## src/design/agm_pkg.sv

```systemverilog
`default_nettype none
// ----------------------------------------------------------------------------
// agm_pkg
// Shared sizes, codes and types of the adjacency matrix graph store.
// ----------------------------------------------------------------------------
package agm_pkg;

  localparam int MAX_VERTICES = 64;
  localparam int ID_WIDTH     = 32;

  localparam int IDX_W  = (MAX_VERTICES > 1) ? $clog2(MAX_VERTICES) : 1;
  localparam int CNT_W  = $clog2(MAX_VERTICES + 1);
  localparam int EDGE_W = $clog2(MAX_VERTICES * MAX_VERTICES + 1);

  // field widths on the channels
  localparam int KIND_W       = 3;
  localparam int IN_ID_W      = 32;
  localparam int STATUS_W     = 2;
  localparam int COUNT_W      = 7;
  localparam int EDGE_TOTAL_W = 13;
  localparam int NID_W        = 32;

  localparam int QUEUE_DEPTH = 4;
  localparam int QPTR_W      = $clog2(QUEUE_DEPTH);

  localparam logic [KIND_W-1:0] KIND_ADD_VERTEX = 3'd0;
  localparam logic [KIND_W-1:0] KIND_ADD_EDGE   = 3'd1;
  localparam logic [KIND_W-1:0] KIND_TEST       = 3'd2;
  localparam logic [KIND_W-1:0] KIND_DEGREE     = 3'd3;
  localparam logic [KIND_W-1:0] KIND_LIST       = 3'd4;
  localparam logic [KIND_W-1:0] KIND_COUNTS     = 3'd5;

  localparam logic [STATUS_W-1:0] ST_OK        = 2'd0;
  localparam logic [STATUS_W-1:0] ST_NOT_FOUND = 2'd1;
  localparam logic [STATUS_W-1:0] ST_DUPLICATE = 2'd2;
  localparam logic [STATUS_W-1:0] ST_FULL      = 2'd3;

  typedef enum logic [2:0] {
    OP_REPLY,
    OP_NEW_VERTEX,
    OP_ADD_EDGE,
    OP_TEST,
    OP_DEGREE,
    OP_LIST,
    OP_COUNTS
  } op_t;

  // one classified operation, front to back
  typedef struct packed {
    op_t                 op;
    logic [STATUS_W-1:0] status;
    logic [IDX_W-1:0]    idx_a;
    logic [IDX_W-1:0]    idx_b;
    logic [CNT_W-1:0]    vcount;
    logic [ID_WIDTH-1:0] id;
  } qent_t;

  typedef struct packed {
    logic [STATUS_W-1:0]     status;
    logic                    connected;
    logic [COUNT_W-1:0]      count;
    logic [EDGE_TOTAL_W-1:0] edge_total;
    logic [NID_W-1:0]        neighbour_id;
    logic                    neighbour_valid;
    logic                    last;
  } rsp_t;

endpackage
`default_nettype wire

```

## src/design/agm_queue.sv

```systemverilog
`default_nettype none
// ----------------------------------------------------------------------------
// agm_queue
// Short queue of classified operations between front and back.
// ----------------------------------------------------------------------------
module agm_queue (
  input  wire logic           clk,
  input  wire logic           rst,
  input  wire logic           wr_en,
  input  wire agm_pkg::qent_t wr_data,
  output logic                full,
  input  wire logic           rd_en,
  output agm_pkg::qent_t      rd_data,
  output logic                empty
);
  import agm_pkg::*;

  qent_t             slots [QUEUE_DEPTH];
  logic [QPTR_W-1:0] wr_ptr;
  logic [QPTR_W-1:0] rd_ptr;
  logic [QPTR_W:0]   count;

  assign full    = (count == (QPTR_W + 1)'(QUEUE_DEPTH));
  assign empty   = (count == '0);
  assign rd_data = slots[rd_ptr];

  always_ff @(posedge clk) begin
    if (rst) begin
      wr_ptr <= '0;
      rd_ptr <= '0;
      count  <= '0;
    end else begin
      if (wr_en) wr_ptr <= wr_ptr + QPTR_W'(1);
      if (rd_en) rd_ptr <= rd_ptr + QPTR_W'(1);
      if (wr_en && !rd_en) begin
        count <= count + (QPTR_W + 1)'(1);
      end else if (rd_en && !wr_en) begin
        count <= count - (QPTR_W + 1)'(1);
      end
    end
  end

  always_ff @(posedge clk) begin
    if (wr_en) slots[wr_ptr] <= wr_data;
  end

  a_no_overflow: assert property (@(posedge clk) disable iff (rst) wr_en |-> !full)
    else $error("queue written while full");
  a_no_underflow: assert property (@(posedge clk) disable iff (rst) rd_en |-> !empty)
    else $error("queue read while empty");
  a_count_up: assert property (@(posedge clk) disable iff (rst)
    (wr_en && !rd_en) |=> (count == $past(count) + 1'b1))
    else $error("queue count lost a word");

endmodule
`default_nettype wire

```

## config.mk

```make
export PLATFORM = sky130hd
export DESIGN_NAME = agm_queue
export DESIGN_NICKNAME = d
export VERILOG_FILES = /design/src/design/agm_pkg.sv /design/src/design/agm_queue.sv
export SDC_FILE = /design/constraint.sdc
export NUM_CORES = 1
export LEC_CHECK = 0
export ABC_AREA = 1
export BUFFER_PORTS_ARGS = -buffer_cell sky130_fd_sc_hd__buf_2
export CAP_MARGIN = 25
export CORE_UTILIZATION = 25
export CTS_CLUSTER_DIAMETER = 60
export DETAILED_ROUTE_END_ITERATION = 10
export GPL_ROUTABILITY_DRIVEN = 0
export SYNTH_ARGS = -nofsm -noshare
export SYNTH_HDL_FRONTEND = slang
export SYNTH_SLANG_ARGS = --single-unit
export TNS_END_PERCENT = 5
```

## constraint.sdc

```tcl
create_clock -name clk -period 3.2 [get_ports clk]
set_input_delay 0.32 -clock clk [delete_from_list [all_inputs] [get_ports clk]]
set_output_delay 0.32 -clock clk [all_outputs]
set_load 0.01 [all_outputs]
```

After elaboration in Yosys (flattened, before gate mapping). Memories as Yosys holds them, arrays and structs flattened. A register that Yosys moved wholly into a read port is not among the register bits. Cells that the tools add are included.

Register bits after elaboration: 7. Bits in latches: 0. RAM bits: 224. ROM bits: 0. Input port bits: 60. Output and inout bits: 58. Logic and storage cells: 21. Memories kept: 1.

Memory list: slots (words 4, bits a word 56, read ports 1, clocked after Yosys merged registers in 1, write ports 1, RTL line agm_queue.sv:18) `qent_t slots [QUEUE_DEPTH];`.

Add/sub/neg operators: 4. $mul: 0. Divide/modulo/power cells: 0. $lt $le $gt $ge: 0. Equal/unequal tests: 1. Shift operators: 0. Multiplexer cells: 6. Bitwise operators: 0. Reductions and logical operators: 6.

Operators with widths (number): $mux 3 (2); $add 2x1->2 const B (2); $mux 2 (2); $add 3x1->3 const B (1); $eq 3x3->1 const B (1); $logic_not 3->1 (1); $sub 3x1->3 const B (1); $logic_and 1x1->1 (2); $logic_not 1->1 (2); $mux 1 (2); $reduce_bool 2->1 (1).

Longest topological paths before layout. Gate-level depths: netlist of the first run.

Word-level depth: 4. Depth in mapped cells: 10.

Least setup slack after synthesis of the first run. OpenSTA, ideal clock, no wires.

Kind: register to register. Start point: register wr_ptr[0]. End point: memory slots[2][0] in the netlist's numbering (enable). Setup time: 0.410 ns. Arrival time: 1.680 ns. Required time: 2.790 ns. Setup slack: 1.110 ns. Stages on the path, launching flop included: 5. Path buffers: 0. Clock period less this slack: 2.090 ns. Path through: dfxtp_1 inv_1 ha_1 nand2_1 inv_1.

RTL lines: from (decl) (RTL line agm_queue.sv:19) `logic [QPTR_W-1:0] wr_ptr;`; from (signal assigned) (RTL line agm_queue.sv:33) `if (wr_en) wr_ptr <= wr_ptr + QPTR_W'(1);`; to (decl) (RTL line agm_queue.sv:18).

No word-level cell before the write port.

==> impl_metrics.py, run 1 <==
metrics = {
    "clock_tree": {
        "clk-insertion-delay-late_ps": 540,
        "cts-root-buf": "sky130_fd_sc_hd__clkbuf_16",
        "cts.sinks": 233,
        "tritoncts": "done",
        "number_of_clock_buffers_inserted_by_tritoncts": 27,
        "cts.reportedPaths.clkPinSlew_ps": 60,
        "cts_buffer_depth": 3,
        "h-tree-depth": 1,
        "post_cts.resized_instances": 0,
    },
    "setup_path": {
        "critPathRequiredTime_ps": 2880,
        "critical_path.endpoint_type": "output pin",
        "crit_path_start_kind": "flip-flop",
        "critical_path_peak_fanout": 56,
        "r2r_start": "wr_ptr[1]",
        "setup.worst_path.class": "flip-flop to output pin",
        "r2r_setup_slack_ps": 1390,
        "worst-endpoint-arrival_ps": 2060,
    },
    "die": {
        "floorplan.die_area_um2": 37200,
        "area_inside_the_core_boundary_um2": 35740,
        "die_width_um": 192.9,
        "die_y_extent_um": 192.9,
        "ios": 118,
        "start_util_pct": 25.48,
        "placementRows": 69,
    },
    "synth": {
        "synth-adder-area-share_pct": 0.9067,
        "post-synth-top-area-cell": "sky130_fd_sc_hd__edfxtp_1",
        "yosys_most_used_dff": "sky130_fd_sc_hd__edfxtp_1",
        "ys_seq_elements": 233,
        "synthesis.nets": 666,
        "yosys.area_share.xor_xnor_pct": 0.09617,
        "synthMostInstantiatedCell": "sky130_fd_sc_hd__edfxtp_1",
        "synth_top_area_share_pct": 73.86,
        "yosys_warnings": 0,
        "netlist_instances": 600,
        "synthesized_area_fraction_occupied_by_ao_oa_aoi_and_oai_cells_pct": 12.39,
        "main_combinational_cell_family_by_area_after_synthesis": "compound AO/OA/AOI/OAI gates",
        "edff_count_synth": 224,
        "synth_top_cells_by_count": "224 x sky130_fd_sc_hd__edfxtp_1, 92 x sky130_fd_sc_hd__nor2_1, 87 x sky130_fd_sc_hd__o21ai_0, 30 x sky130_fd_sc_hd__o22ai_1",
        "synth_cell_type_count": 26,
        "syn-cell-area_um2": 9107,
        "portion_of_netlist_area_occupied_by_mux_cells_pct": 0,
        "postSynth.asyncResetShare_pct": 0,
        "portion_of_the_post_synthesis_area_used_by_sequential_elements_pct": 75.83,
        "post_synth_and_or_nand_nor_area_fraction_pct": 7.281,
        "synth.avg_cell_area_um2": 15.18,
        "synth_top_cells_by_area": "sky130_fd_sc_hd__edfxtp_1 74%, sky130_fd_sc_hd__o21ai_0 4.8%, sky130_fd_sc_hd__nor2_1 3.8%",
    },
    "grt": {
        "globalRouteTotalUtil_pct": 10.42,
        "grt_pass1_vias": 5255,
        "grt_start_max_net_pins": 113,
        "grt_pass1_wl_mm": 29.37,
        "antenna_found_initial": 0,
        "residual_overflow_from_global_routing": 0,
    },
    "power_and_ir_drop": {
        "share_comb_of_total_power_pct": 9.9,
        "clockPowerShare_pct": 41.9,
        "power_leakage_uw": 0.004033,
        "seq_power_share_pct": 48.2,
        "power.density_nw_per_um2": 628.3,
        "net_sw_share_pct": 22.90,
        "total_power_uw": 7303,
        "p_int_uw": 5631,
        "netSwitchingPower_uw": 1672,
        "vdd_drop_max_mv": 0.3381,
    },
    "outcome": {
        "outcome": "finished with violations",
        "failed_checks": "DRC",
    },
    "timing": {
        "report.final.hold_viol_count": 0,
        "worst_slew_pin_slew_ps": 832.2,
        "post-route-worst-setup-slack_ps": 816.6,
        "worst_clock_skew_ps": 25.35,
        "unrepaired_setup_endpoints_after_global_routing": "false",
        "achievable-frequency_ghz": 0.4196,
        "final.min_clock_period_ps": 2383,
        "timing.final.crit_share_pct": 74.48,
        "slew_viol_final": 0,
        "setup_total_negative_slack_ps": 0,
        "timing.final.setup_violations": 0,
        "slew-limit-headroom_pct": 44.44,
    },
    "cells_and_area": {
        "area_growth_syn_to_layout_pct": 27.64,
        "diodes_inserted": 0,
        "multi_input_logic_area_um2": 1883,
        "nets": 840,
        "num-fill-cells": 3552,
        "drive_above_1_share_pct": 29.60,
        "ff_latch_area_um2": 6912,
    },
    "detailed_routing": {
        "num_vias": 5425,
        "antenna_left": 0,
        "detail_route.iter0.violations": 259,
        "drt_drc_violations_left": 8,
        "via_per_inst": 4.323,
        "aggregate_routed_wire_length_mm": 19.59,
        "post_drt_wl_per_cell_um": 15.61,
        "detailedRoute.firstPassIterationCount": 9,
    },
    "place": {
        "pre_cts_slack_ps": 1324,
        "portBuffers": 117,
        "place.detailed.hpwl_mm": 11.37,
    },
    "worst_hold_path": {
        "hp-class": "input pin to flip-flop",
        "hold_start": "wr_data[6]",
    },
    "job": {
        "drv.max_cap_violation_count": 0,
    },
}
-- what timing repair did --
| action | CTS | global route |
|---|---|---|
| setup buffers | 0 | 0 |
| hold buffers | 51 | 0 |
| endpoints found under the hold margin | 190 | 0 |
-- power groups by stage --
stage               logic (µW)  clock network [µW]  registers [µW]
floorplan                  410                   0            3580
global placement           683                   0            3580
detailed placement         694                   0            3580
CTS                        745                3140            3520
global route               806                3270            3530
finish                     724                3060            3520
-- state kept, by name (all words and copies together), names as in the netlist, named ones only --
name	count
slots	224
count	3
rd_ptr	2
wr_ptr	2
-- cell type report --
type / instances / area share (%)
Sequential cell: 233 / 59.46
Multi-Input combinational cell: 314 / 16.20
Inverter: 17 / 0.5920
Tap cell: 461 / 4.962
Clock buffer: 28 / 5.844
Timing Repair Buffer: 181 / 11.02
Clock inverter: 21 / 1.927
-- cell usage in the layout (no fill, tap or decap), types with 2 or more instances in the layout --
| master | n |
|---|---|
| sky130_fd_sc_hd__o22ai_2 | 26 |
| sky130_fd_sc_hd__nor2_4 | 20 |
| sky130_fd_sc_hd__inv_2 | 5 |
| sky130_fd_sc_hd__dlygate4sd3_1 | 51 |
| sky130_fd_sc_hd__clkbuf_16 | 27 |
| sky130_fd_sc_hd__dfxtp_1 | 7 |
| sky130_fd_sc_hd__o21ai_0 | 87 |
| sky130_fd_sc_hd__nor2_1 | 92 |
| sky130_fd_sc_hd__buf_2 | 117 |
| sky130_fd_sc_hd__bufinv_16 | 4 |
| sky130_fd_sc_hd__o22ai_1 | 30 |
| sky130_fd_sc_hd__clkinv_1 | 7 |
| sky130_fd_sc_hd__buf_4 | 6 |
| sky130_fd_sc_hd__clkinv_2 | 4 |
| sky130_fd_sc_hd__edfxtp_1 | 224 |
| sky130_fd_sc_hd__a21oi_1 | 3 |
| sky130_fd_sc_hd__inv_1 | 11 |
| sky130_fd_sc_hd__buf_12 | 7 |
| sky130_fd_sc_hd__inv_6 | 4 |
| sky130_fd_sc_hd__o21ai_1 | 26 |
| sky130_fd_sc_hd__nand2_1 | 9 |
| sky130_fd_sc_hd__clkinvlp_4 | 2 |
| sky130_fd_sc_hd__nor2_2 | 6 |
| sky130_fd_sc_hd__nor3_1 | 2 |
| sky130_fd_sc_hd__ha_1 | 5 |
| sky130_fd_sc_hd__o21ai_2 | 4 |
-- path summary, 6_finish.rpt --
check | end | cells after the start
max | rd_data[38] | 4
min | slots[0][6] | 1
max reg2reg | slots[1][8] | 5
min reg2reg | flip-flop | 1
-- critical path, stage by stage (launching register included) --
cell and delay, ps:
sky130_fd_sc_hd__dfxtp_2 330, sky130_fd_sc_hd__buf_4 540, sky130_fd_sc_hd__o21ai_0 190, sky130_fd_sc_hd__o22ai_1 280, sky130_fd_sc_hd__buf_2 180
-- routing by layer --
| metal | up-vias | routed length (µm) | track usage (%) |
|---|---|---|---|
| met1 | 2682 | 8871 | 13.22 |
| met4 | 0 | 376 | 3.331 |
| li1 | 2601 | - | - |
| met5 | - | 0 | 0 |
| met3 | 32 | 783 | 2.091 |
| met2 | 110 | 9557 | 17.70 |
-- logic make-up after synthesis --
| kind of cell | count (synthesis) |
|---|---|
| XOR/XNOR | 1 |
| buffers and inverters | 53 |
| AND/OR/NAND/NOR | 131 |
| flip-flops | 233 |
| adder cells (fa/ha/maj) | 6 |
| AO/OA/AOI/OAI | 176 |
-- per-stage QoR --
stage	area, µm²	hold WS (ps)	util, %	cells
6_report	11620	30.73	32.52	1255
3_5_place_dp	10210	440.5	28.57	1155
5_1_grt	11620	9.812	32.52	1255
2_1_floorplan	9107	392.4	-	600
4_1_cts	11620	0.8828	32.52	1255
3_3_place_gp	10210	450.9	28.57	1155
Note: power is estimated with default switching activity, not from simulation.
==> run 2: changes to the inputs <==
==> constraint.sdc (replaced) <==
create_clock -name clk -period 2.4 [get_ports clk]
set_input_delay 0.24 -clock clk [delete_from_list [all_inputs] [get_ports clk]]
set_output_delay 0.24 -clock clk [all_outputs]
set_load 0.01 [all_outputs]
==> run 2 against run 1 <==
- the run still ends with DRC left
- non-clock buffer count up 11
- routed wire length about the same
- final area up 0.38%
- core utilization up 0.12 points
- worst hold slack better by 16 ps
- die area unchanged
- clock power up 25%
- critical endpoint is now rd_data[13]
- largest cell class unchanged
==> impl_metrics.py, run 2 (synthesized netlist as in run 1, its figures left out) <==
metrics = {
    "clock_tree": {
        "cts-root-buf": "sky130_fd_sc_hd__clkbuf_16",
        "cts.reportedPaths.clkPinSlew_ps": 60,
        "h-tree-depth": 1,
        "cts_setup_buffers": 0,
        "cts.sinks": 233,
        "clk-insertion-delay-late_ps": 530,
        "post_cts.resized_instances": 0,
        "cts_buffer_depth": 3,
        "postCtsHoldBufs": 57,
        "tritoncts": "done",
        "number_of_clock_buffers_inserted_by_tritoncts": 28,
    },
    "power_and_ir_drop": {
        "vdd_drop_max_mv": 0.6252,
        "power.density_nw_per_um2": 814.3,
        "power_leakage_uw": 0.004065,
    },
    "detailed_routing": {
        "detailedRoute.firstPassIterationCount": 7,
        "num_vias": 5406,
        "aggregate_routed_wire_length_mm": 19.61,
        "drt_drc_violations_left": 6,
        "post_drt_wl_per_cell_um": 15.46,
        "antenna_left": 0,
        "via_per_inst": 4.263,
        "detail_route.iter0.violations": 308,
    },
    "setup_path": {
        "timing.critical_path.cells": "inv_6 -> buf_4 -> o21ai_1 -> o22ai_1 -> buf_2",
        "worst-r2r-cell-count": 4,
        "worst-endpoint-arrival_ps": 1940,
        "timing.critical_path.slowest_cell_delay_ps": 370,
        "crit_path_start_kind": "flip-flop",
        "crit_slowest_cell": "sky130_fd_sc_hd__dfxtp_4",
        "critical_path.endpoint_type": "output pin",
        "critPathRequiredTime_ps": 2160,
        "critical_path_peak_fanout": 23,
        "r2r_setup_slack_ps": 820,
        "setup.worst_path.class": "flip-flop to output pin",
        "r2r_start": "wr_ptr[1]",
    },
    "cells_and_area": {
        "area_growth_syn_to_layout_pct": 28.12,
        "layout.cells.most_common_list": "224 x sky130_fd_sc_hd__edfxtp_1, 117 x sky130_fd_sc_hd__buf_2, 92 x sky130_fd_sc_hd__nor2_1",
        "largest-register": "slots",
        "reg.largest.list": "slots x224, count x3",
        "largest_register_ffs": 224,
        "most_frequent_standard_cell_in_the_layout_excluding_fill_and_tap_cells": "sky130_fd_sc_hd__edfxtp_1",
        "drive_above_1_share_pct": 29.53,
        "multi_input_logic_area_um2": 1883,
        "num-fill-cells": 3543,
        "nets": 852,
        "ff_latch_area_um2": 6912,
    },
    "place": {
        "place.detailed.hpwl_mm": 11.48,
        "portBuffers": 117,
        "pre_cts_slack_ps": 734.7,
    },
    "grt": {
        "residual_overflow_from_global_routing": 0,
        "globalRouteTotalUtil_pct": 10.35,
        "grt_start_max_net_pins": 57,
        "antenna_found_initial": 1,
        "grt_pass1_wl_mm": 29.24,
        "grt_pass1_vias": 5187,
    },
    "timing": {
        "timing.final.crit_share_pct": 90.84,
        "slew_viol_final": 0,
        "final.min_clock_period_ps": 2180,
        "report.final.hold_viol_count": 0,
        "timing.final.setup_violations": 0,
        "post-route-worst-setup-slack_ps": 219.8,
        "setup_total_negative_slack_ps": 0,
        "worst_clock_skew_ps": 12.06,
        "worst_slew_pin_slew_ps": 489.3,
        "unrepaired_setup_endpoints_after_global_routing": "false",
        "achievable-frequency_ghz": 0.4587,
        "slew-limit-headroom_pct": 67.38,
    },
    "die": {
        "floorplan.die_area_um2": 37200,
        "die_y_extent_um": 192.9,
        "area_inside_the_core_boundary_um2": 35740,
        "start_util_pct": 25.48,
        "ios": 118,
        "die_width_um": 192.9,
        "placementRows": 69,
    },
    "outcome": {
        "outcome": "finished with violations",
        "failed_checks": "DRC",
    },
    "worst_hold_path": {
        "hp-class": "input pin to flip-flop",
        "hold_start": "rd_en",
        "worst_hold_path.num_cells": 4,
    },
    "job": {
        "drv.max_cap_violation_count": 0,
    },
}
==> run 2: cell count changes in the layout (fill, tap and decap cells not counted), sizes merged <==
cell | previous run | this run
clkbuf | 28 | 34
bufinv | 4 | 0
clkinvlp | 2 | 1
clkinv | 12 | 10
buf | 130 | 135
dlygate4sd3 | 51 | 57
diode | 0 | 1
inv | 20 | 22
==> run 2: per-layer routing <==
layer / global-route usage [%] / part of all wire, %
met1: 12.94 / 44
met2: 17.76 / 49
met3: 2.146 / 4.4
met4: 3.301 / 1.8
met5: 0 / 0
==> run 2: cell type report <==
type	instances	area share, %
flip-flops and latches	233	59.23
inverters	17	0.5897
multi-input cells	314	16.14
clock buffers	34	6.380
clock inverters	16	0.8793
well taps	461	4.943
repair buffers	192	11.82
diodes	1	0.02145
==> run 2: stage by stage <==
step / power, µW / hold slack (ps) / area (µm²) / utilization (%) / std cells
after CTS: 9641 / 9.683 / 11670 / 32.64 / 1267
after detailed placement: 5712 / 422.5 / 10250 / 28.67 / 1160
after global routing: 9883 / 48.08 / 11670 / 32.65 / 1268
after global placement: 5696 / 416.9 / 10250 / 28.67 / 1160
final: 9501 / 46.78 / 11670 / 32.65 / 1268
after floorplan: 5323 / 312.4 / 9107 / - / 600
==> run 2: path summary, 6_finish.rpt <==
kind                  endpoint
hold / removal       rd_ptr[0]
hold reg to reg      flip-flop
setup / recovery   rd_data[13]
setup reg to reg  slots[3][41]
==> run 2: power breakdown <==
| group | switching, µW | internal, µW | total (µW) |
|---|---|---|---|
| Clock | 1600 | 2220 | 3830 |
| Sequential | 49.2 | 4650 | 4700 |
| Combinational | 596 | 384 | 980 |
==> run 2: critical path: cells and delay by family, from the launching register on <==
family / cells / cell delay [ps]
flops: 1 / 370
compound gates: 2 / 260
buf+inv: 3 / 770
==> run 3: changes to the inputs <==
--- a/config.mk
+++ b/config.mk
@@ -6,12 +6,13 @@
 export NUM_CORES = 1
 export LEC_CHECK = 0
 export ABC_AREA = 1
-export BUFFER_PORTS_ARGS = -buffer_cell sky130_fd_sc_hd__buf_2
 export CAP_MARGIN = 25
 export CORE_UTILIZATION = 25
 export CTS_CLUSTER_DIAMETER = 60
 export DETAILED_ROUTE_END_ITERATION = 10
+export DONT_BUFFER_PORTS = 1
 export GPL_ROUTABILITY_DRIVEN = 0
+export SLEW_MARGIN = 40
 export SYNTH_ARGS = -nofsm -noshare
 export SYNTH_HDL_FRONTEND = slang
 export SYNTH_SLANG_ARGS = --single-unit
==> run 3 against run 2 <==
- the run still ends with DRC left
- clock-buffer cell count decreased by 1
- critical endpoint is now rd_data[5]
- largest power group unchanged
- worst hold slack got worse by 5.3 ps
- clock power is 9.7% higher
- combinational power is 16% lower
- sequential share of layout area is 2.5 points higher
- critical path depth down 1
- non-clock buffer count down 114
- die area did not move
- first-iteration DRC count shrank 19%
- core utilization down 1.3 points
- routed wire length rose by 1.9%
==> impl_metrics.py, run 3 (synthesized netlist as in run 1, its figures left out) <==
metrics = {
    "outcome": {
        "outcome": "finished with violations",
        "failed_checks": "DRC",
    },
    "grt": {
        "grt_pass1_wl_mm": 29.55,
        "residual_overflow_from_global_routing": 0,
        "globalRouteTotalUtil_pct": 10.59,
        "grt_pass1_vias": 5000,
        "antenna_found_initial": 2,
        "grt_start_max_net_pins": 58,
    },
    "timing": {
        "timing.final.setup_violations": 0,
        "timing.final.crit_share_pct": 93.98,
        "post-route-worst-setup-slack_ps": 144.6,
        "worst_clock_skew_ps": 11.50,
        "setup_total_negative_slack_ps": 0,
        "report.final.hold_viol_count": 0,
        "unrepaired_setup_endpoints_after_global_routing": "false",
        "achievable-frequency_ghz": 0.4434,
        "slew_viol_final": 0,
        "worst_slew_pin_slew_ps": 504.4,
        "slew-limit-headroom_pct": 66.37,
        "final.min_clock_period_ps": 2255,
    },
    "die": {
        "die_y_extent_um": 192.9,
        "area_inside_the_core_boundary_um2": 35740,
        "ios": 118,
        "die_width_um": 192.9,
        "floorplan.die_area_um2": 37200,
        "placementRows": 69,
        "start_util_pct": 25.48,
    },
    "power_and_ir_drop": {
        "vdd_drop_max_mv": 0.5318,
        "power_leakage_uw": 0.003661,
        "power.density_nw_per_um2": 868.3,
    },
    "detailed_routing": {
        "detailedRoute.firstPassIterationCount": 10,
        "post_drt_wl_per_cell_um": 17.27,
        "via_per_inst": 4.366,
        "antenna_left": 0,
        "num_vias": 5051,
        "drt_drc_violations_left": 6,
        "aggregate_routed_wire_length_mm": 19.98,
        "detail_route.iter0.violations": 249,
    },
    "setup_path": {
        "crit_path_start_kind": "flip-flop",
        "timing.critical_path.slowest_cell_delay_ps": 400,
        "worst-endpoint-arrival_ps": 2020,
        "crit_slowest_cell": "sky130_fd_sc_hd__buf_4",
        "critical_path_peak_fanout": 29,
        "critical_path.endpoint_type": "output pin",
        "setup.worst_path.class": "flip-flop to output pin",
        "timing.critical_path.cells": "inv_4 -> buf_4 -> o21ai_0 -> o22ai_2",
        "critPathRequiredTime_ps": 2160,
    },
    "cells_and_area": {
        "num-fill-cells": 3532,
        "reg.largest.list": "slots x224, count x3",
        "largest-register": "slots",
        "layout.cells.most_common_list": "224 x sky130_fd_sc_hd__edfxtp_1, 92 x sky130_fd_sc_hd__nor2_1, 87 x sky130_fd_sc_hd__o21ai_0",
        "area_growth_syn_to_layout_pct": 23.03,
        "fin_area_um2": 11200,
        "nets": 740,
        "most_frequent_standard_cell_in_the_layout_excluding_fill_and_tap_cells": "sky130_fd_sc_hd__edfxtp_1",
        "largest_register_ffs": 224,
        "drive_above_1_share_pct": 18.85,
        "final_cell_count_no_fill": 1157,
    },
    "clock_tree": {
        "clk-insertion-delay-late_ps": 540,
        "cts.sinks": 233,
        "tritoncts": "done",
        "cts-root-buf": "sky130_fd_sc_hd__clkbuf_16",
        "cts_buffer_depth": 3,
        "number_of_clock_buffers_inserted_by_tritoncts": 30,
        "cts.reportedPaths.clkPinSlew_ps": 60,
        "h-tree-depth": 1,
    },
    "place": {
        "portBuffers": 0,
        "pre_cts_slack_ps": 668.8,
        "place.detailed.hpwl_mm": 11.58,
        "numPlacedInstances": 1044,
        "detailed_place.area_um2": 9656,
    },
    "worst_hold_path": {
        "hp-class": "input pin to flip-flop",
    },
    "job": {
        "drv.max_cap_violation_count": 0,
    },
}
## run 3: cell count changes in the layout (fill, tap and decap cells not counted), moves of 2 or more
cell	change
sky130_fd_sc_hd__buf_2	-117
sky130_fd_sc_hd__buf_4	+2
sky130_fd_sc_hd__clkbuf_1	-3
sky130_fd_sc_hd__clkbuf_16	+2
sky130_fd_sc_hd__clkinv_1	-3
sky130_fd_sc_hd__clkinv_2	+3
sky130_fd_sc_hd__clkinv_8	+2
sky130_fd_sc_hd__clkinvlp_4	+2
sky130_fd_sc_hd__dlygate4sd3_1	+2
## run 3: final cells by class
cell class,count,area [µm²],area share (%)
Antenna cell,1,2.502,0.02233
Clock buffer,33,783.3,6.991
Clock inverter,20,172.7,1.541
Inverter,17,66.31,0.5918
Multi-Input combinational cell,314,1883,16.81
Sequential cell,233,6912,61.69
Tap cell,461,576.8,5.148
Timing Repair Buffer,78,808.3,7.214
## run 3: per-layer routing
| layer | part of all wire [%] | GRT usage, % | wire (µm) |
|---|---|---|---|
| met4 | 2.0 | 3.483 | 407 |
| met2 | 50 | 18.20 | 10010 |
| met1 | 42 | 12.78 | 8342 |
| met5 | 0.065 | 0 | 13 |
| met3 | 6.1 | 2.801 | 1213 |
## run 3: repair_timing
item	in CTS	in global routing
gates resized for setup	0	0
hold endpoints to repair	231	0
setup buffers	0	0
setup endpoints to repair	0	0
hold buffers	59	0
## run 3: worst paths after layout
kind | startpoint | endpoint | cells after the start | slack, ps
max | flip-flop | rd_data[5] | 4 | 140
min | wr_en | count[0] | 3 | 40
max reg2reg | wr_ptr[0] | slots[2][23] | 5 | 890
min reg2reg | rd_ptr[1] | flip-flop | 1 | 540
## run 3: through the flow
| stage | total power [µW] | hold WS (ps) | util, % |
|---|---|---|---|
| after global routing | 10120 | 22.89 | 31.35 |
| after detailed placement | 5524 | 315.1 | 27.01 |
| after floorplan | 5323 | 312.4 | - |
| after global placement | 5509 | 313.4 | 27.01 |
| final | 9729 | 41.51 | 31.35 |
| after CTS | 9890 | 5.492 | 31.34 |
## run 3: power by group
part           switching [µW]  total [µW]  internal, µW
Sequential               54.4        4700          4650
Combinational             558         827           269
Clock                    1720        4200          2480
Total                    2330        9730          7400
## run 3: critical path, delay by kind of cell, from the launching register on
| kind | cells | cell delay, ps |
|---|---|---|
| buffers and inverters | 2 | 740 |
| DFF | 1 | 370 |
| AOI/OAI and AO/OA | 2 | 360 |
